==> config.mk <==
export PLATFORM = sky130hd
export DESIGN_NAME = vu_ram
export DESIGN_NICKNAME = d
export VERILOG_FILES = /design/src/rtl/vu_ram.sv
export SDC_FILE = /design/constraint.sdc
export NUM_CORES = 2
export LEC_CHECK = 0
export CAP_MARGIN = 25
export CORE_MARGIN = 10
export CORE_UTILIZATION = 57
export CTS_CLUSTER_SIZE = 10
export DETAILED_ROUTE_END_ITERATION = 12
export DONT_BUFFER_PORTS = 1
export PLACE_DENSITY = 0.75
export SLEW_MARGIN = 20
export SYNTH_ARGS = -nofsm -noshare
export SYNTH_HDL_FRONTEND = slang
export SYNTH_SLANG_ARGS = --single-unit
==> constraint.sdc <==
create_clock -name clk -period 2.1 [get_ports clk]
set_clock_uncertainty 0.05 [all_clocks]
set_input_delay 0 -clock clk [delete_from_list [all_inputs] [get_ports clk]]
set_output_delay 0 -clock clk [all_outputs]
set_load 0.05 [all_outputs]
==> src/rtl/vu_ram.sv <==
`timescale 1ns / 1ps
// ----------------------------------------------------------------------------
// Generic RAM
// One write port and one read port with registered read data.
// ----------------------------------------------------------------------------
module vu_ram #(
  parameter int WIDTH = 8,
  parameter int DEPTH = 256
) (
  input  logic                     clk,
  input  logic                     we,
  input  logic [$clog2(DEPTH)-1:0] waddr,
  input  logic [WIDTH-1:0]         wdata,
  input  logic [$clog2(DEPTH)-1:0] raddr,
  output logic [WIDTH-1:0]         rdata
);

  logic [WIDTH-1:0] mem [DEPTH];

  // Write port and registered read port.
  always_ff @(posedge clk) begin
    if (we) begin
      mem[waddr] <= wdata;
    end
    rdata <= mem[raddr];
  end

endmodule

==> results.md <==
Outcome:
- The flow ran to the end, but the final reports show violations.
- The checks that failed: negative hold slack, max-slew violations, negative setup slack.

Setup path:
- Data on the critical path arrives at its endpoint at between 3 and 4 ns.
- On the worst path, the slowest cell contributes a delay of 1.14 ns.
- STA classifies the critical path endpoint as a register.
- The critical register-to-register path startpoint is mem[97][1]$_DFFE_PP_.
- The data required time of the critical path is 2.79 ns.
- The timing startpoint of the critical path is raddr[1].
- The critical path in this run is classified as input port to register.
- The startpoint class of the critical path is an input port.
- The signal on the critical path passes through or3b_2, buf_12, buf_4, o22ai_1, o21ai_0, nand3_1, nor4_1, buf_4, nor4_2.
- For this design, the slowest cell found on the critical path is or3b_2.
- In this run the worst path has a maximum fanout of between 400 and 500.
- The cell repeated most along the worst path is buf_4.

STA:
- The worst pin sits at a relative slew slack of -38.7%.
- The ratio of final minimum period to clock period is 139%.
- The worst setup margin is -0.817 ns.
- For the finished layout, the period the worst path requires is between 2 and 3 ns.
- The count of pins over their slew limit is between 300 and 400.
- On the final layout, the worst hold slack is -0.778 ns.
- For this run, the top clock speed supported by timing is between 300 and 400 MHz.
- The actual slew at the worst max-slew pin is 2.08 ns.
- The number of endpoints with negative hold slack in the final report is between 2000 and 2500.
- Setup repair after global routing could not meet its margin everywhere.
- The final setup violation count is 13.

GRT:
- The number of antenna violations at the first check in global routing was 10.
- The via count of the first global-routing pass is roughly 42000.
- Entering global routing, the biggest net connects ~580 pins.
- Summed over all layers, the global routing overflow is 0.
- In the global route stage, overall resource usage came out at between 20 and 30%.
- The global-route wire length before repair is 287000 um.

Detailed routing:
- The final route contains 41300 vias.
- The count of unresolved DRC violations after routing is 0.
- The first routing iteration left 6130 violations.
- The via count normalized by instance count is roughly 6.7.
- The average wire per cell in the routed design is approximately 33 um.
- For this block, the routed nets add up to 201000 um of wire.
- The first-pass detailed-route iteration total is 6.
- The count of nets left with antenna violations after detail routing is 0.

Yosys:
- After synthesis the netlist holds a flip-flop and latch count of ~2100.
- The synthesized netlist contains 55 unique library cells.
- The proportion of synthesized chip area in sequential cells is 77.5%.
- After synthesis, the mean cell area works out to about 21 um^2.
- The net count after synthesis is about 3800.
- The synthesized instance count is ~3700.
- The Yosys step of the flow raised 0 warnings.
- In this run the cell area of the synthesized design comes to just under 80000 um^2.

Power and ir drop:
- The largest voltage drop on the vdd net is 0.926 mV.
- The cell leakage power is between 0.02 and 0.03 uW.
- The power per cell area is approximately 900 nW/um^2.
- The total power after layout is a little over 80000 uW.

Clock tree:
- The cell sitting at the root of the clock tree is a clkbuf_16.
- The H-tree level count is 4.
- The maximum clock path buffer count is 3.
- Buffers inserted during clock tree synthesis total roughly 220.
- After clock tree synthesis, the clock-pin slew on the worst setup and hold paths is about 0.060 ns.
- The clock sink total is slightly above 2000.
- The clock insertion delay at the later pin of the skew report is between 0.8 and 0.9 ns.
- The TritonCTS clock tree is yes.

Die:
- The die is between 300 and 400 um tall.
- The die is between 300 and 400 um wide.
- The die covers approximately 150000 um^2.
- After floorplanning, the core was divided into about 140 placement rows.
- After floorplanning, the core was sized to cover ~140000 um^2.
- The initial core utilization is between 50% and 60%.
- The number of placed I/O pins is 34.

Finish:
- The share of final-layout standard cells stronger than drive strength 1 is 29.0%.
- The total non-filler cell area in the finished layout is ~91000 um^2.
- The total number of nets in the final design is ~4300.
- The layout overhead on the synthesized area is 14.7%.

Placed design:
- In this run the tool buffered the top-level ports with 0 buffer cells.
- OpenSTA, run right after detailed placement, puts the worst setup slack at -0.551 ns.
- The post-place instance area is around 84000 um^2.
- Summed over all nets, the half-perimeter wirelength after detailed placement is a little over 100000 um.
- Routability-driven placement finished with a final weighted congestion of 0.836.

Flow run:
- The tool flagged a number of max-cap violations equal to 0.

Worst hold path:
- The worst min-delay path class is input port to register.
- The startpoint identified for the worst hold timing path is wdata[4].
[cell type report]
class                      count  area, um^2
antenna                        6        15.0
clock buffer                 262        5750
clock inverter                17         388
fill                        8598       47700
inverter                       2        7.51
multi-input combinational   1442       16800
sequential                  2056       61700
tap                         1876        2350
timing repair buffer         500        4280
[sequential cells by signal, indices dropped and copies added, names as in the netlist]
register,cells
mem,2048
rdata,8
[cells in the final DEF (no fill, tap or decap), drive strengths merged, types with 33 or more instances in the layout]
master	instances
mux4	456
nor2	282
a21oi	96
mux2i	134
nand2	33
o221ai	47
buf	469
a22oi	133
nand3	34
edfxtp	2048
clkbuf	271
[timing repair]
action                                  4_1_cts  5_1_grt
setup buffers                                 0        0
endpoints found under the setup margin        8       14
hold buffers                                 22        2
pin swaps                                    15       14
endpoints found under the hold margin      4101     2055
gates cloned                                  0        9
resized for setup                            32       32
[critical path, delay by kind of cell]
family	cells	cell delay (ns)
AND/OR/NAND/NOR	4	1.74
AO/OA/AOI/OAI	2	0.38
buffers and inverters	3	0.50
[synth_stat cells (all sizes together)]
cell type  count  area (um^2)
nor2         282         1060
or2            4         25.0
o211ai        10         75.1
a22oi        133          998
a21oi         96          480
nor3          22          110
mux2           1         11.3
nor4          27          188
o21ai         12         60.1
or3b           1         8.76
o221ai        47          418
mux2i        134         1340
a22o           8         70.1
a21boi         1         7.51
a2111oi        5         52.6
mux4         456        10300
a31oi          2         12.5
o311ai         1         8.76
clkinv         1         3.75
nand4         10         62.6
a211oi        16          120
o22a           5         43.8
nand2b         8         50.1
and3b          2         17.5
nor3b          1         7.51
and2           6         37.5
or2b           1         7.51
o32ai          5         51.3
nor2b         31          194
nand3b         2         15.0
dfxtp          8          160
nor4b          1         8.76
inv            1         3.75
nand3         34          170
o22ai         28          175
edfxtp      2048        61500
clkbuf       111          417
a221oi        14          129
and3           1         6.26
buf          122         1030
nand2         33          124
a311oi         2         17.5
[routing by layer]
metal,up-vias,GRT usage [%],part of all wire [%]
met5,-,0,0.017
met4,6,8.72,3.6
met3,451,6.27,12
met2,2817,39.3,48
met1,21500,34.5,36
li1,16600,-,-
[worst paths after layout]
check	cells past startpoint	slack (ns)	to
setup / recovery	9	-0.82	rdata[1]$_DFF_P_
hold / removal	0	-0.78	mem[80][4]$_DFFE_PP_
setup reg to reg	6	-0.25	rdata[1]$_DFF_P_
hold reg to reg	6	1.09	rdata[3]$_DFF_P_
[per-stage QoR]
step | TNS [ns] | instances | util (%) | hold slack [ns]
2_1_floorplan | 0 | 3733 | - | 0.0489
3_3_place_gp | -4.47 | 5837 | 60.5 | 0.0789
3_5_place_dp | -2.64 | 5839 | 60.5 | 0.0781
4_1_cts | -1.49 | 6140 | 65.3 | -0.824
5_1_grt | -1.75 | 6159 | 65.7 | -0.819
6_report | -5.58 | 6161 | 65.7 | -0.778
[kinds of logic (layout without fill, tap and decap cells)]
group | after synthesis | after routing | share of synthesized area (%)
simple gates | 466 | 466 | 2.63
compound gates | 385 | 385 | 3.42
other cells | 0 | 6 | 0
mux | 591 | 591 | 14.6
flops | 2056 | 2056 | 77.5
buf+inv | 235 | 781 | 1.83
[where the power goes]
group	total [uW]	internal (uW)	switching [uW]
clock	34200	19100	15100
combinational	3450	1650	1800
sequential	45500	45300	222
Power figures use the tool's default switching activity.
