--- config.mk ---
export PLATFORM = sky130hd
export DESIGN_NAME = vu_back_flat
export DESIGN_NICKNAME = d
export VERILOG_FILES = /design/src/rtl/vu_pkg.sv /design/src/rtl/vu_if.sv /design/src/rtl/vu_back.sv /design/src/flat_wrapper.sv
export SDC_FILE = /design/constraint.sdc
export NUM_CORES = 1
export LEC_CHECK = 0
export BUFFER_PORTS_ARGS = -buffer_cell sky130_fd_sc_hd__buf_2
export CORE_ASPECT_RATIO = 0.7
export CORE_MARGIN = 2
export CORE_UTILIZATION = 56
export CTS_CLUSTER_DIAMETER = 30
export CTS_CLUSTER_SIZE = 14
export DETAILED_ROUTE_END_ITERATION = 8
export PLACE_DENSITY = 0.83
export SLEW_MARGIN = 20
export SYNTH_ARGS = -nofsm -noshare
export SYNTH_HDL_FRONTEND = slang
export SYNTH_SLANG_ARGS = --single-unit
export TNS_END_PERCENT = 30
--- constraint.sdc ---
create_clock -name clk -period 3 [get_ports clk]
set_clock_uncertainty 0.05 [all_clocks]
set_input_delay 0.9 -clock clk [delete_from_list [all_inputs] [get_ports clk]]
set_output_delay 0.9 -clock clk [all_outputs]
set_load 0.1 [all_outputs]
--- src/rtl/vu_pkg.sv ---
`timescale 1ns / 1ps
// ----------------------------------------------------------------------------
// Video unit package
// Shared codes, constants, the word passed between the front and back parts
// of the video unit register file and the finished result word.
// ----------------------------------------------------------------------------
package vu_pkg;

  // Operation codes of an input word.
  localparam logic [1:0] OP_TICK  = 2'd0;
  localparam logic [1:0] OP_WRITE = 2'd1;
  localparam logic [1:0] OP_READ  = 2'd2;

  // CPU-visible register indexes.
  localparam logic [2:0] REG_CTRL   = 3'd0;
  localparam logic [2:0] REG_MASK   = 3'd1;
  localparam logic [2:0] REG_STATUS = 3'd2;
  localparam logic [2:0] REG_OAMADR = 3'd3;
  localparam logic [2:0] REG_OAMDAT = 3'd4;
  localparam logic [2:0] REG_SCROLL = 3'd5;
  localparam logic [2:0] REG_ADDR   = 3'd6;
  localparam logic [2:0] REG_DATA   = 3'd7;

  // Error codes of a result word.
  localparam logic [1:0] ERR_OK   = 2'd0;
  localparam logic [1:0] ERR_REG  = 2'd1;
  localparam logic [1:0] ERR_ADDR = 2'd2;

  // Raster timing.
  localparam logic [8:0] DOTS_PER_LINE  = 9'd341;
  localparam logic [8:0] VBLANK_LINE    = 9'd241;
  localparam logic [8:0] LINES_PER_FRAME = 9'd262;

  // Sprite memory geometry.
  localparam int SPRITE_BYTES = 256;
  localparam int SPR_AW       = $clog2(SPRITE_BYTES);

  // Result queue geometry.
  localparam int QDEPTH = 4;
  localparam int QAW    = $clog2(QDEPTH);

  // How the back part finishes a word.
  typedef enum logic [1:0] {
    KIND_PLAIN  = 2'd0,
    KIND_STATUS = 2'd1,
    KIND_SPRITE = 2'd2,
    KIND_NTREAD = 2'd3
  } vu_kind_t;

  // Word handed from the front part to the back part.
  typedef struct packed {
    logic [7:0]  rv;
    logic [1:0]  err;
    logic        nmi;
    logic        done;
    logic        preq;
    logic [12:0] paddr;
    logic [8:0]  line;
    logic [8:0]  dot;
    vu_kind_t    kind;
    logic        spr_vld;
  } vu_entry_t;

  // Finished result word.
  typedef struct packed {
    logic [7:0]  read_value;
    logic [1:0]  error_code;
    logic        nmi_pulse;
    logic        frame_done;
    logic        pattern_request;
    logic [12:0] pattern_address;
    logic [8:0]  line_now;
    logic [8:0]  dot_now;
  } vu_result_t;

endpackage

--- src/rtl/vu_if.sv ---


interface vu_out_if;
  logic        valid;
  logic        ready;
  logic [7:0]  read_value;
  logic [1:0]  error_code;
  logic        nmi_pulse;
  logic        frame_done;
  logic        pattern_request;
  logic [12:0] pattern_address;
  logic [8:0]  line_now;
  logic [8:0]  dot_now;
  modport source (output valid, read_value, error_code, nmi_pulse, frame_done,
                  pattern_request, pattern_address, line_now, dot_now, input ready);
  modport sink   (input valid, read_value, error_code, nmi_pulse, frame_done,
                  pattern_request, pattern_address, line_now, dot_now, output ready);
endinterface


--- src/rtl/vu_back.sv ---
`timescale 1ns / 1ps
// ----------------------------------------------------------------------------
// Video unit back part
// Completes each word with memory read data and the read buffer, and
// queues the finished results for the output channel.
// ----------------------------------------------------------------------------
module vu_back
  import vu_pkg::*;
(
  input  logic       clk,
  input  logic       rst_n,
  input  logic       s1_valid,
  input  vu_entry_t  s1_entry,
  input  logic [7:0] spr_rdata,
  input  logic [7:0] nt_rdata,
  output logic       room,
  vu_out_if.source   out_ch
);

  logic [7:0]     rbuf_r, rbuf_nxt;
  vu_result_t     res;
  vu_result_t     q_r [QDEPTH];
  logic [QAW-1:0] wr_ptr_r, rd_ptr_r;
  logic [QAW:0]   cnt_r;
  logic           pop;

  // Result assembly.
  always_comb begin
    rbuf_nxt            = rbuf_r;
    res.read_value      = s1_entry.rv;
    res.error_code      = s1_entry.err;
    res.nmi_pulse       = s1_entry.nmi;
    res.frame_done      = s1_entry.done;
    res.pattern_request = s1_entry.preq;
    res.pattern_address = s1_entry.paddr;
    res.line_now        = s1_entry.line;
    res.dot_now         = s1_entry.dot;
    case (s1_entry.kind)
      KIND_STATUS: res.read_value = s1_entry.rv | {3'd0, rbuf_r[4:0]};
      KIND_SPRITE: res.read_value = s1_entry.spr_vld ? spr_rdata : 8'd0;
      KIND_NTREAD: begin
        res.read_value = rbuf_r;
        if (s1_valid) begin
          rbuf_nxt = nt_rdata;
        end
      end
      default: ;
    endcase
  end

  assign pop          = out_ch.valid && out_ch.ready;
  assign out_ch.valid = cnt_r != '0;
  assign room         = (cnt_r + {{QAW{1'b0}}, s1_valid}) <= (QAW+1)'(QDEPTH - 1);

  assign out_ch.read_value      = q_r[rd_ptr_r].read_value;
  assign out_ch.error_code      = q_r[rd_ptr_r].error_code;
  assign out_ch.nmi_pulse       = q_r[rd_ptr_r].nmi_pulse;
  assign out_ch.frame_done      = q_r[rd_ptr_r].frame_done;
  assign out_ch.pattern_request = q_r[rd_ptr_r].pattern_request;
  assign out_ch.pattern_address = q_r[rd_ptr_r].pattern_address;
  assign out_ch.line_now        = q_r[rd_ptr_r].line_now;
  assign out_ch.dot_now         = q_r[rd_ptr_r].dot_now;

  // Queue control and read buffer.
  always_ff @(posedge clk) begin
    if (!rst_n) begin
      rbuf_r   <= '0;
      wr_ptr_r <= '0;
      rd_ptr_r <= '0;
      cnt_r    <= '0;
    end else begin
      rbuf_r <= rbuf_nxt;
      if (s1_valid) begin
        wr_ptr_r <= wr_ptr_r + 1'b1;
      end
      if (pop) begin
        rd_ptr_r <= rd_ptr_r + 1'b1;
      end
      cnt_r <= cnt_r + {{QAW{1'b0}}, s1_valid} - {{QAW{1'b0}}, pop};
    end
  end

  // Queue storage.
  always_ff @(posedge clk) begin
    if (s1_valid) begin
      q_r[wr_ptr_r] <= res;
    end
  end

endmodule
--- src/flat_wrapper.sv ---
// flat-port wrapper written by rule: the top's interface ports become plain ports
module vu_back_flat import vu_pkg::*;
  (clk, rst_n, s1_valid, s1_entry, spr_rdata, nt_rdata, room, out_ch_valid, out_ch_read_value, out_ch_error_code, out_ch_nmi_pulse, out_ch_frame_done, out_ch_pattern_request, out_ch_pattern_address, out_ch_line_now, out_ch_dot_now, out_ch_ready);
  vu_out_if out_ch_i ();
  input  logic clk;
  input  logic rst_n;
  input  logic s1_valid;
  input  vu_entry_t s1_entry;
  input  logic [7:0] spr_rdata;
  input  logic [7:0] nt_rdata;
  output logic room;
  output wire logic [$bits(out_ch_i.valid)-1:0] out_ch_valid;
  output wire logic [$bits(out_ch_i.read_value)-1:0] out_ch_read_value;
  output wire logic [$bits(out_ch_i.error_code)-1:0] out_ch_error_code;
  output wire logic [$bits(out_ch_i.nmi_pulse)-1:0] out_ch_nmi_pulse;
  output wire logic [$bits(out_ch_i.frame_done)-1:0] out_ch_frame_done;
  output wire logic [$bits(out_ch_i.pattern_request)-1:0] out_ch_pattern_request;
  output wire logic [$bits(out_ch_i.pattern_address)-1:0] out_ch_pattern_address;
  output wire logic [$bits(out_ch_i.line_now)-1:0] out_ch_line_now;
  output wire logic [$bits(out_ch_i.dot_now)-1:0] out_ch_dot_now;
  input wire logic [$bits(out_ch_i.ready)-1:0] out_ch_ready;
  assign out_ch_valid = out_ch_i.valid;
  assign out_ch_read_value = out_ch_i.read_value;
  assign out_ch_error_code = out_ch_i.error_code;
  assign out_ch_nmi_pulse = out_ch_i.nmi_pulse;
  assign out_ch_frame_done = out_ch_i.frame_done;
  assign out_ch_pattern_request = out_ch_i.pattern_request;
  assign out_ch_pattern_address = out_ch_i.pattern_address;
  assign out_ch_line_now = out_ch_i.line_now;
  assign out_ch_dot_now = out_ch_i.dot_now;
  assign out_ch_i.ready = out_ch_ready;
  vu_back u_core (.clk(clk), .rst_n(rst_n), .s1_valid(s1_valid), .s1_entry(s1_entry), .spr_rdata(spr_rdata), .nt_rdata(nt_rdata), .room(room), .out_ch(out_ch_i));
endmodule
==> reports/qor.yml <==
clock_tree:
  cts-root-buf: "clkbuf_16"
  clk_latency_ps: 420
  path_clk_slew_ps: 70
  h-tree-depth: 4
  cts_tree: "built"
  cts_max_path_buffers: 2
  clock-sinks: 193
  numCtsBuffers: 17
synth:
  seq_area_frac_synth: 0.768
  syn-cell-area_sq_mm: 0.00732
  synth_nets: 399
  postSynthCellCount: 324
  synth_cell_types: 28
  syn_area_per_cell_sq_um: 22.6
  ys_ff_latch: 193
  ys_warn_count: 0
critical_path:
  path_depth: 3
  path_cells: "buf_12 > mux4_2 > buf_2"
  crit-reg2reg-launch: "u_core.wr_ptr_r[0]"
  end_kind: "output pin"
  reg2regPathDepth: 4
  critPathKind: "reg -> out"
  worstPathBufferInverterCount: 2
  slowest_delay_ps: 530
  required_ps: 2050
  startpoint_type: "register"
  cpLargestDelayFamily: "multiplexers"
  crit_arrival_ps: 1940
  cp_slowest_cell: "mux4_2"
  critPathMaxFanout: 15
global_route:
  overflow: 0
  first_global_vias: 3630
  grt_pass1_wl_mm: 20.0
  grt_max_degree: 45
  antenna_found_initial: 1
  grt_use_total: 0.195
pwr:
  clockPowerShare: 0.237
  p_switching_mw: 3.37
  ir_worst_vdd_mv: 0.698
  total_power_mw: 8.33
  power_density_mw_per_mm2: 954
  p_seq_frac: 0.384
  p_leak_nw: 3.09
  p_int_mw: 4.97
  p_sw_frac: 0.404
  combPwrFrac: 0.379
final_layout:
  design_area_sq_mm: 0.00874
  layout.cells.non_filler: 632
  insertedDiodeCount: 0
  syn2layout_area_growth_pct: 19.3
  nets: 533
  drive_above_1_share: 0.436
sta:
  finalSetupTns_ps: 0
  finalSetupViolCount: 0
  finalCritPeriodShare: 0.963
  min_period_ps: 2890
  relSlewSlack: 0.653
  max_freq_mhz: 346
  slew_violations: 0
  rsz0062_at_grt: "no"
  worst_pin_slew_ps: 524
  hold_ws_ps: 480
  hold_viol_final: 0
placement:
  io_buffers: 112
  gp_congestion: 0.776
  dp.cells: 595
  placed_area_sq_mm: 0.00817
  hpwl_mm: 8.00
routing:
  vias: 3562
  totalWireLength_mm: 12.8
  drc: 0
  vias_per_cell: 5.64
  drtIter0Drc: 203
  ant_nets: 0
  wire_per_inst_um: 20.3
  firstDrtPassIters: 5
job:
  drv_cap: 0
floorplanning:
  boundaryPins: 113
  start_util: 0.582
  die_w_um: 141
  core_sq_mm: 0.0126
  num_rows: 34
  die_h_um: 99.7
  dieArea_sq_mm: 0.0140
min_path:
  hp-class: "reg -> reg"
  hold_depth: 2
  min_from: "u_core.rbuf_r[0]"
run_status:
  outcome: "finished clean"
-- cells in the mapped netlist --
cell type	count	area, sq um
a221o_1	5	50.1
ha_1	8	100
buf_6	1	11.3
nand3_2	1	10.0
nand2_1	1	3.75
a22oi_1	2	15.0
o21a_1	1	7.51
buf_12	4	80.1
nand3b_1	1	7.51
nor2b_1	19	119
buf_2	6	30.0
o31a_1	1	8.76
and2_1	8	50.1
mux4_1	4	105
nor2_1	4	15.0
xor2_1	1	8.76
inv_1	4	15.0
mux2i_1	9	90.1
edfxtp_1	176	5290
o311ai_1	1	8.76
clkbuf_1	2	7.51
clkbuf_2	1	5.00
a21oi_1	2	10.0
or3_1	1	6.26
mux4_2	40	901
dfxtp_1	17	340
a31oi_1	1	6.26
xnor2_1	3	26.3
-- worst reg2reg max path, delay by kind of cell (launching register included) --
kind          cells  cell delay [ps]
flops             1              350
fa+ha+maj         1              150
simple gates      1              450
buf+inv           2              390
-- final timing paths --
kind / end / slack (ps)
setup reg to reg: u_core.q_r[2][27] / 1280
hold / removal: u_core.rbuf_r[0] / 480
hold reg to reg: u_core.rbuf_r[0] / 480
setup / recovery: out_ch_pattern_address[12] / 110
-- sequential cells by signal (all words and copies together) (netlist names), named ones only --
register	flops
u_core.q_r	176
u_core.rbuf_r	8
u_core.cnt_r	3
u_core.rd_ptr_r	2
u_core.wr_ptr_r	2
-- kinds of logic (layout without fill, tap and decap cells) --
family                   count (synthesis)  after routing  share of synthesized area
buffers and inverters                   18            164                     0.0203
flip-flops                             193            193                      0.768
AO/OA/AOI/OAI                           13             13                     0.0145
XOR/XNOR                                 4              4                    0.00478
multiplexers                            53             53                      0.150
AND/OR/NAND/NOR                         35             35                     0.0289
adder cells (fa/ha/maj)                  8              8                     0.0137
-- final cells by class --
| type | count | area (sq um) |
|---|---|---|
| clock buffer | 17 | 425 |
| sequential | 193 | 5630 |
| fill | 790 | 3860 |
| clock inverter | 14 | 91.3 |
| inverter | 4 | 15.0 |
| multi-input combinational | 113 | 1570 |
| timing repair buffer | 129 | 798 |
| tap | 162 | 203 |
-- stage by stage --
step,worst slack (ps),utilization
after floorplan,128,-
after global placement,231,0.649
after detailed placement,207,0.649
after CTS,4.13,0.690
after global routing,26.3,0.694
final,112,0.694
-- metal layers --
layer,vias to the layer above,GRT usage,wire [um]
li1,1605,-,-
met1,1843,0.273,5760
met2,105,0.304,6180
met3,9,0.0578,778
met4,0,0.0600,104
met5,-,0,0
-- timing repair --
action | CTS | global route
pin swaps | 0 | 0
endpoints found under the setup margin | 3 | 32
hold buffers | 0 | 0
gates resized for setup | 3 | 0
buffers inserted | 0 | 6
-- power by group through the flow --
stage               registers [mW]  logic, mW  clock network [mW]
finish                        3.20       3.16                1.98
global route                  3.22       3.29                2.12
CTS                           3.22       3.12                2.02
detailed placement            3.27       3.10                   0
global placement              3.26       3.07                   0
floorplan                     3.21       2.74                   0
-- cell usage in the layout (no fill, tap or decap), types with 5 or more instances in the layout --
cell,count
buf_2,108
edfxtp_1,176
nor2b_1,19
clkbuf_16,17
buf_12,8
mux2i_1,9
a221o_1,5
ha_1,8
mux4_2,40
dfxtp_1,15
buf_4,13
Power figures use the tool's default switching activity.
