<file path="src/rtl/vu_pkg.sv">
`timescale 1ns / 1ps
// ----------------------------------------------------------------------------
// Video unit package
// Shared codes, constants, the word passed between the front and back parts
// of the video unit register file and the finished result word.
// ----------------------------------------------------------------------------
package vu_pkg;

  // Operation codes of an input word.
  localparam logic [1:0] OP_TICK  = 2'd0;
  localparam logic [1:0] OP_WRITE = 2'd1;
  localparam logic [1:0] OP_READ  = 2'd2;

  // CPU-visible register indexes.
  localparam logic [2:0] REG_CTRL   = 3'd0;
  localparam logic [2:0] REG_MASK   = 3'd1;
  localparam logic [2:0] REG_STATUS = 3'd2;
  localparam logic [2:0] REG_OAMADR = 3'd3;
  localparam logic [2:0] REG_OAMDAT = 3'd4;
  localparam logic [2:0] REG_SCROLL = 3'd5;
  localparam logic [2:0] REG_ADDR   = 3'd6;
  localparam logic [2:0] REG_DATA   = 3'd7;

  // Error codes of a result word.
  localparam logic [1:0] ERR_OK   = 2'd0;
  localparam logic [1:0] ERR_REG  = 2'd1;
  localparam logic [1:0] ERR_ADDR = 2'd2;

  // Raster timing.
  localparam logic [8:0] DOTS_PER_LINE  = 9'd341;
  localparam logic [8:0] VBLANK_LINE    = 9'd241;
  localparam logic [8:0] LINES_PER_FRAME = 9'd262;

  // Sprite memory geometry.
  localparam int SPRITE_BYTES = 256;
  localparam int SPR_AW       = $clog2(SPRITE_BYTES);

  // Result queue geometry.
  localparam int QDEPTH = 4;
  localparam int QAW    = $clog2(QDEPTH);

  // How the back part finishes a word.
  typedef enum logic [1:0] {
    KIND_PLAIN  = 2'd0,
    KIND_STATUS = 2'd1,
    KIND_SPRITE = 2'd2,
    KIND_NTREAD = 2'd3
  } vu_kind_t;

  // Word handed from the front part to the back part.
  typedef struct packed {
    logic [7:0]  rv;
    logic [1:0]  err;
    logic        nmi;
    logic        done;
    logic        preq;
    logic [12:0] paddr;
    logic [8:0]  line;
    logic [8:0]  dot;
    vu_kind_t    kind;
    logic        spr_vld;
  } vu_entry_t;

  // Finished result word.
  typedef struct packed {
    logic [7:0]  read_value;
    logic [1:0]  error_code;
    logic        nmi_pulse;
    logic        frame_done;
    logic        pattern_request;
    logic [12:0] pattern_address;
    logic [8:0]  line_now;
    logic [8:0]  dot_now;
  } vu_result_t;

endpackage

</file>
<file path="src/rtl/vu_if.sv">
`timescale 1ns / 1ps
// ----------------------------------------------------------------------------
// Video unit channel interfaces
// Input, result and configuration channels with valid/ready handshakes.
// ----------------------------------------------------------------------------
interface vu_in_if;
  logic       valid;
  logic       ready;
  logic [1:0] operation;
  logic [2:0] register_index;
  logic [7:0] write_value;
  modport source (output valid, operation, register_index, write_value, input ready);
  modport sink   (input valid, operation, register_index, write_value, output ready);
endinterface


interface vu_cfg_if;
  logic valid;
  logic ready;
  logic mirror_mode;
  modport source (output valid, mirror_mode, input ready);
  modport sink   (input valid, mirror_mode, output ready);
endinterface

</file>
<file path="src/rtl/vu_front.sv">
`timescale 1ns / 1ps
// ----------------------------------------------------------------------------
// Video unit front part
// Accepts words, keeps the register and raster state, issues memory
// accesses and hands a classified word to the back part.
// ----------------------------------------------------------------------------
module vu_front
  import vu_pkg::*;
#(
  parameter int NAMETABLE_BYTES = 2048
) (
  input  logic                               clk,
  input  logic                               rst_n,
  vu_in_if.sink                              in_ch,
  vu_cfg_if.sink                             cfg_ch,
  input  logic                               room,
  output logic                               s1_valid_r,
  output vu_entry_t                          s1_entry_r,
  output logic                               spr_we,
  output logic [SPR_AW-1:0]                  spr_waddr,
  output logic [7:0]                         spr_wdata,
  output logic [SPR_AW-1:0]                  spr_raddr,
  output logic                               nt_we,
  output logic [$clog2(NAMETABLE_BYTES)-1:0] nt_waddr,
  output logic [7:0]                         nt_wdata,
  output logic [$clog2(NAMETABLE_BYTES)-1:0] nt_raddr
);

  localparam int NT_AW = $clog2(NAMETABLE_BYTES);

  logic              mirror_r;
  logic [7:0]        ctrl_r,   ctrl_nxt;
  logic              vblank_r, vblank_nxt;
  logic [SPR_AW-1:0] oam_r,    oam_nxt;
  logic [15:0]       vaddr_r,  vaddr_nxt;
  logic              latch_r,  latch_nxt;
  logic [8:0]        line_r,   line_nxt;
  logic [8:0]        dot_r,    dot_nxt;
  logic [SPRITE_BYTES-1:0] spr_vld_r;
  logic              clr_busy_r;
  logic [NT_AW-1:0]  clr_cnt_r;
  logic              accept;
  vu_entry_t         entry;
  logic [8:0]        dot_inc;
  logic [8:0]        line_inc;
  logic [10:0]       nt_idx;
  logic              in_nt;
  logic              data_we;
  logic [15:0]       vaddr_step;

  assign cfg_ch.ready = 1'b1;
  assign in_ch.ready  = !clr_busy_r && room;
  assign accept       = in_ch.valid && in_ch.ready;

  // Nametable folding through the mirroring mode.
  always_comb begin
    nt_idx = {mirror_r ? vaddr_r[10] : vaddr_r[11], vaddr_r[9:0]};
  end

  assign in_nt      = (vaddr_r >= 16'h2000) && (vaddr_r <= 16'h2FFF);
  assign vaddr_step = vaddr_r + (ctrl_r[2] ? 16'd32 : 16'd1);
  assign dot_inc    = dot_r + 9'd1;
  assign line_inc   = line_r + 9'd1;

  // Decode of the accepted word and next state.
  always_comb begin
    ctrl_nxt   = ctrl_r;
    vblank_nxt = vblank_r;
    oam_nxt    = oam_r;
    vaddr_nxt  = vaddr_r;
    latch_nxt  = latch_r;
    line_nxt   = line_r;
    dot_nxt    = dot_r;
    data_we    = 1'b0;
    spr_we     = 1'b0;
    entry      = '0;
    entry.kind = KIND_PLAIN;
    if (accept) begin
      unique case (in_ch.operation)
        OP_TICK: begin
          if (dot_inc >= DOTS_PER_LINE) begin
            dot_nxt  = '0;
            line_nxt = line_inc;
            if (line_inc == VBLANK_LINE) begin
              vblank_nxt = 1'b1;
              entry.nmi  = ctrl_r[7];
            end else if (line_inc >= LINES_PER_FRAME) begin
              line_nxt   = '0;
              vblank_nxt = 1'b0;
              entry.done = 1'b1;
            end
          end else begin
            dot_nxt = dot_inc;
          end
        end
        OP_WRITE: begin
          unique case (in_ch.register_index)
            REG_CTRL: begin
              ctrl_nxt  = in_ch.write_value;
              entry.nmi = !ctrl_r[7] && in_ch.write_value[7] && vblank_r;
            end
            REG_OAMADR: oam_nxt = in_ch.write_value;
            REG_OAMDAT: begin
              spr_we  = 1'b1;
              oam_nxt = oam_r + 8'd1;
            end
            REG_SCROLL: latch_nxt = !latch_r;
            REG_ADDR: begin
              if (!latch_r) begin
                vaddr_nxt = {in_ch.write_value, vaddr_r[7:0]};
              end else begin
                vaddr_nxt = {vaddr_r[15:8], in_ch.write_value};
              end
              latch_nxt = !latch_r;
            end
            REG_DATA: begin
              data_we   = in_nt;
              entry.err = in_nt ? ERR_OK : ERR_ADDR;
              vaddr_nxt = vaddr_step;
            end
            REG_MASK: ;
            default: entry.err = ERR_REG;
          endcase
        end
        OP_READ: begin
          unique case (in_ch.register_index)
            REG_STATUS: begin
              entry.kind = KIND_STATUS;
              entry.rv   = {vblank_r, 1'b0, 1'b1, 5'd0};
              vblank_nxt = 1'b0;
              latch_nxt  = 1'b0;
            end
            REG_OAMDAT: begin
              entry.kind    = KIND_SPRITE;
              entry.spr_vld = spr_vld_r[oam_r];
            end
            REG_DATA: begin
              if (vaddr_r <= 16'h1FFF) begin
                entry.preq  = 1'b1;
                entry.paddr = vaddr_r[12:0];
              end else if (vaddr_r <= 16'h2FFF) begin
                entry.kind = KIND_NTREAD;
              end else begin
                entry.err = ERR_ADDR;
              end
              vaddr_nxt = vaddr_step;
            end
            default: entry.err = ERR_REG;
          endcase
        end
        default: entry.err = ERR_REG;
      endcase
    end
    entry.line = line_nxt;
    entry.dot  = dot_nxt;
  end

  // Memory port drive; the clearing pass owns the nametable after reset.
  assign spr_waddr = oam_r;
  assign spr_wdata = in_ch.write_value;
  assign spr_raddr = oam_r;
  assign nt_we     = clr_busy_r || data_we;
  assign nt_waddr  = clr_busy_r ? clr_cnt_r : NT_AW'(nt_idx);
  assign nt_wdata  = clr_busy_r ? 8'd0 : in_ch.write_value;
  assign nt_raddr  = NT_AW'(nt_idx);

  // State registers.
  always_ff @(posedge clk) begin
    if (!rst_n) begin
      mirror_r   <= 1'b0;
      ctrl_r     <= '0;
      vblank_r   <= 1'b1;
      oam_r      <= '0;
      vaddr_r    <= '0;
      latch_r    <= 1'b0;
      line_r     <= '0;
      dot_r      <= '0;
      spr_vld_r  <= '0;
      clr_busy_r <= 1'b1;
      clr_cnt_r  <= '0;
      s1_valid_r <= 1'b0;
    end else begin
      if (cfg_ch.valid) begin
        mirror_r <= cfg_ch.mirror_mode;
      end
      ctrl_r     <= ctrl_nxt;
      vblank_r   <= vblank_nxt;
      oam_r      <= oam_nxt;
      vaddr_r    <= vaddr_nxt;
      latch_r    <= latch_nxt;
      line_r     <= line_nxt;
      dot_r      <= dot_nxt;
      if (spr_we) begin
        spr_vld_r[oam_r] <= 1'b1;
      end
      if (clr_busy_r) begin
        clr_cnt_r <= clr_cnt_r + 1'b1;
        if (clr_cnt_r == NT_AW'(NAMETABLE_BYTES - 1)) begin
          clr_busy_r <= 1'b0;
        end
      end
      s1_valid_r <= accept;
    end
  end

  // Word register toward the back part.
  always_ff @(posedge clk) begin
    s1_entry_r <= entry;
  end

endmodule

</file>
<file path="src/flat_wrapper.sv">
// flat-port wrapper written by rule: the top's interface ports become plain ports
module vu_front_flat import vu_pkg::*;
#(
  parameter int NAMETABLE_BYTES = 2048
)
  (clk, rst_n, room, s1_valid_r, s1_entry_r, spr_we, spr_waddr, spr_wdata, spr_raddr, nt_we, nt_waddr, nt_wdata, nt_raddr, in_ch_valid, in_ch_operation, in_ch_register_index, in_ch_write_value, in_ch_ready, cfg_ch_valid, cfg_ch_mirror_mode, cfg_ch_ready);
  vu_in_if in_ch_i ();
  vu_cfg_if cfg_ch_i ();
  input  logic clk;
  input  logic rst_n;
  input  logic room;
  output logic s1_valid_r;
  output vu_entry_t s1_entry_r;
  output logic spr_we;
  output logic [SPR_AW-1:0] spr_waddr;
  output logic [7:0] spr_wdata;
  output logic [SPR_AW-1:0] spr_raddr;
  output logic nt_we;
  output logic [$clog2(NAMETABLE_BYTES)-1:0] nt_waddr;
  output logic [7:0] nt_wdata;
  output logic [$clog2(NAMETABLE_BYTES)-1:0] nt_raddr;
  input wire logic [$bits(in_ch_i.valid)-1:0] in_ch_valid;
  input wire logic [$bits(in_ch_i.operation)-1:0] in_ch_operation;
  input wire logic [$bits(in_ch_i.register_index)-1:0] in_ch_register_index;
  input wire logic [$bits(in_ch_i.write_value)-1:0] in_ch_write_value;
  output wire logic [$bits(in_ch_i.ready)-1:0] in_ch_ready;
  input wire logic [$bits(cfg_ch_i.valid)-1:0] cfg_ch_valid;
  input wire logic [$bits(cfg_ch_i.mirror_mode)-1:0] cfg_ch_mirror_mode;
  output wire logic [$bits(cfg_ch_i.ready)-1:0] cfg_ch_ready;
  assign in_ch_i.valid = in_ch_valid;
  assign in_ch_i.operation = in_ch_operation;
  assign in_ch_i.register_index = in_ch_register_index;
  assign in_ch_i.write_value = in_ch_write_value;
  assign in_ch_ready = in_ch_i.ready;
  assign cfg_ch_i.valid = cfg_ch_valid;
  assign cfg_ch_i.mirror_mode = cfg_ch_mirror_mode;
  assign cfg_ch_ready = cfg_ch_i.ready;
  vu_front #(.NAMETABLE_BYTES(NAMETABLE_BYTES)) u_core (.clk(clk), .rst_n(rst_n), .in_ch(in_ch_i), .cfg_ch(cfg_ch_i), .room(room), .s1_valid_r(s1_valid_r), .s1_entry_r(s1_entry_r), .spr_we(spr_we), .spr_waddr(spr_waddr), .spr_wdata(spr_wdata), .spr_raddr(spr_raddr), .nt_we(nt_we), .nt_waddr(nt_waddr), .nt_wdata(nt_wdata), .nt_raddr(nt_raddr));
endmodule
</file>
<file path="config.mk">
export PLATFORM = sky130hd
export DESIGN_NAME = vu_front_flat
export DESIGN_NICKNAME = d
export VERILOG_FILES = /design/src/rtl/vu_pkg.sv /design/src/rtl/vu_if.sv /design/src/rtl/vu_front.sv /design/src/flat_wrapper.sv
export SDC_FILE = /design/constraint.sdc
export NUM_CORES = 1
export LEC_CHECK = 0
export ABC_AREA = 1
export BUFFER_PORTS_ARGS = -buffer_cell sky130_fd_sc_hd__clkbuf_2
export CAP_MARGIN = 20
export CORE_MARGIN = 1.5
export CORE_UTILIZATION = 65
export DETAILED_ROUTE_END_ITERATION = 10
export GPL_TIMING_DRIVEN = 0
export PLACE_DENSITY = 0.85
export SYNTH_ARGS = -nofsm -noshare
export SYNTH_HDL_FRONTEND = slang
export SYNTH_SLANG_ARGS = --single-unit
export TNS_END_PERCENT = 10
</file>
<file path="constraint.sdc">
create_clock -name clk -period 4.89 [get_ports clk]
set_clock_uncertainty 0.05 [all_clocks]
set_input_delay 0.7335 -clock clk [delete_from_list [all_inputs] [get_ports clk]]
set_output_delay 0.7335 -clock clk [all_outputs]
set_load 0.01 [all_outputs]
</file>
==> summary.md <==
| Metric | Value |
|---|---|
| Outcome | `complete, no violations` |
| Post-synth top area cell | `dfxtp_1` |
| Routed len/inst | `19.9 um` |
| Sw Share | `22.1%` |
| Post-CTS resize count | `0` |
| Via-to-Cell Ratio | `around 6.1` |
| CTS Hold Bufs | `0` |
| Gpl congestion | `0.991` |
| Setup TNS | `0 ps` |
| Register area | `7150 um^2` |
| Layout cells sized above 1 | `13.6%` |
| Total gr overflow | `0` |
| Die ar. | `26,600 um^2` |
| Slew Limit Fails | `0` |
| Yosys top cell area share | `43.0%` |
| Max cap viols | `0` |
| Ports | `125` |
| Worst setup path class | `register to register` |
| Tcrit/Tclk final | `72.7%` |
| Final WL | `57.7 mm` |
| Data arrival, critical path | `3950 ps` |
| Global-route wire length before repair | `87.5 mm` |
| Syn Inst Count | `between 2,000 and 2,500` |
| Max clock buf depth | `3` |
| Gate power share | `under 10%` |
| CP Cell Sequence | `buf_2, inv_2, buf_2, ha_1, inv_1, nor2_1, clkbuf_1, nand3_1, a21oi_1` |
| Post-route ant nets | `0` |
| DR vias | `17,586` |
| Synth Cell Area | `16,600 um^2` |
| Iter 0 DRT Violations | `2,449` |
| Largest net degree at the start of global routing | `15` |
| Worst VDD drop | `311 uV` |
| Achievable frequency | `0.281 GHz` |
| Die W | `between 150 and 200 um` |
| Worst-Margin Slew | `1060 ps` |
| Critical Path RT | `5290 ps` |
| Fin crit period | `3550 ps` |
| Nets | `2,583` |
| Sequential-to-total area share from yosys stat | `43.0%` |
| RSZ-0062 raised after global routing | `false` |
| DRC violations left | `0` |
| Syn Area/Cell | `6.98 um^2` |
| Clock-pin slew on the worst setup and hold paths | `70 ps` |
| Setup Viol. Count Final | `0` |
| Max incr delay on CP | `750 ps` |
| Hold Path Class | `input pin to register` |
| Tot GR Track Use | `43.0%` |
| Clock sink count | `357` |
| Synth-to-Final Area Change | `13.8%` |
| Crit start category | `register` |
| Vias in the first global route | `16,278` |
| CTS tree | `done` |
| #FFs+latches synth | `357` |
| Clock share of power | `49.3%` |
| Largest cells by area after synthesis | `dfxtp_1, nand2_1, a21oi_1, nand3_1, inv_1` |
| Initial Utilization | `66.1%` |
| # fillers | `between 2,000 and 2,500` |
| CP top delay family | `buffers and inverters` |
| Die height | `163 um` |
| Post-DP HPWL | `~38 mm` |
| Sw power | `1.33 mW` |
| Seq pwr share | `48.3%` |
| Critical-path top delay cell | `nor2_1` |
| Slew margin rel. | `between 20% and 30%` |
| Pwr dens | `318 nW/um^2` |
| Unique masters post-synth | `42` |
| Skew-Pair Late Insertion Delay | `530 ps` |
| CP Capture Type | `register` |
| I/O Buffers | `117` |
| Pint | `4.70 mW` |
| Post-CTS Setup Inserts | `0` |
| Initial antenna violation count | `0` |
| First-pass iteration count of the detailed router | `8` |
| Synth warnings | `0` |
| Site Rows | `58` |
| CP dominant cell by count | `buf_2` |
| Final-report hold violation count | `0` |
| Num CTS Buffers | `38` |
| Buf/Inv on CP | `5` |
| CTS Root Cell | `clkbuf_16` |
| P_leak | `between 8 and 9 nW` |
| Crit Path Max Fanout | `11` |
| Area taken by multi-input logic gates | `7420 um^2` |
| R2R Setup Slk | `1340 ps` |
| H-tree levels | `2` |
| # diodes | `0` |
| Fin area | `about 19,000 um^2` |
| Placed inst area | `17,700 um^2` |
| Area of the core | `25,200 um^2` |
==> sequential cells by signal (all words and copies together), names as in the netlist, 2 cells and up <==
register           count
u_core.clr_cnt_r      11
u_core.ctrl_r          2
u_core.dot_r           9
u_core.line_r          9
u_core.s1_entry_r     41
u_core.spr_raddr       8
u_core.spr_vld_r     256
u_core.vaddr_r        16
==> final cells by class <==
class                           instances  share of cell area, %
Tap cell                              330                   2.18
Clock inverter                         18                   1.08
Timing Repair Buffer                  118                   3.15
Buffer                                176                   5.04
Clock buffer                           49                   5.62
Inverter                              302                   5.99
Sequential cell                       357                   37.7
Multi-Input combinational cell       1554                   39.2
==> synthesized netlist by cell type (all sizes together) <==
master  instances
ha             17
inv           301
nor2          206
a21oi         289
clkbuf         60
buf           116
nand3b          1
a31oi          37
nand3         222
o31ai           2
a32oi           1
or2             3
xor2           17
dfxtp         357
a311oi          1
o211ai         39
nor3b           1
and3            1
nand4           9
nor3           22
a211oi          5
o22ai           2
nor4            5
clkinv          1
o21ai         102
nand2         560
o21a            2
conb            2
a221oi          3
==> cells by family after synthesis <==
logic type,share of synthesized area [%]
other cells,0.0451
compound gates,15.7
fa+ha+maj,1.28
flops,43.0
buf+inv,12.6
xor+xnor,0.895
simple gates,26.6
==> power groups by stage <==
stage          registers, mW  clock network [mW]  logic, mW
4_1_cts                 2.91                2.95      0.139
3_3_place_gp            2.98                   0      0.136
3_5_place_dp            2.98                   0      0.138
6_report                2.91                2.97      0.144
2_1_floorplan           2.98                   0     0.0845
5_1_grt                 2.91                3.08      0.154
==> path summary, 6_finish.rpt <==
| check | startpoint | cells past startpoint | to |
|---|---|---|---|
| worst max-delay path | u_core.spr_raddr[1] | 9 | u_core.spr_vld_r[253] |
| worst min-delay path | cfg_ch_valid | 2 | u_core.mirror_r |
| worst max register to register | u_core.spr_raddr[1] | 9 | u_core.spr_vld_r[253] |
| worst min register to register | u_core.spr_vld_r[225] | 2 | u_core.spr_vld_r[225] |
==> worst register-to-register path: stages, from the launching register on <==
cell	delay, ps
dfxtp_1	390
buf_2	230
inv_2	180
buf_2	370
ha_1	340
inv_1	90
nor2_1	750
clkbuf_1	720
nand3_1	160
a21oi_1	190
==> per-layer routing <==
layer,vias to the layer above,wire length (um),GRT usage [%]
li1,7940,-,-
met1,8088,21500,53.9
met2,1248,25000,66.2
met3,310,7200,10.1
met4,0,4000,28.4
met5,-,0,0.379
==> placed cells by master (no fill, tap or decap), types with 17 or more instances in the layout <==
cell type / n
a21oi_1: 288
a31oi_1: 37
buf_2: 63
buf_4: 47
clkbuf_1: 65
clkbuf_16: 39
clkbuf_2: 117
dfxtp_1: 357
ha_1: 17
inv_1: 288
nand2_1: 551
nand3_1: 220
nor2_1: 183
nor3_1: 19
o211ai_1: 39
o21ai_0: 91
xor2_1: 17
==> through the flow <==
| stage | std cells | power (mW) | setup slack (ps) | utilization, % | hold slack [ps] |
|---|---|---|---|---|---|
| 3_5_place_dp | 2837 | 3.12 | 1580 | 70.2 | 396 |
| 2_1_floorplan | 2389 | 3.06 | 2430 | - | 379 |
| 4_1_cts | 2904 | 6.00 | 1550 | 75.2 | 339 |
| 5_1_grt | 2904 | 6.14 | 1240 | 75.2 | 344 |
| 6_report | 2904 | 6.03 | 1340 | 75.2 | 336 |
| 3_3_place_gp | 2836 | 3.11 | 1650 | 70.1 | 388 |
Note: power is estimated with default switching activity, not from simulation.
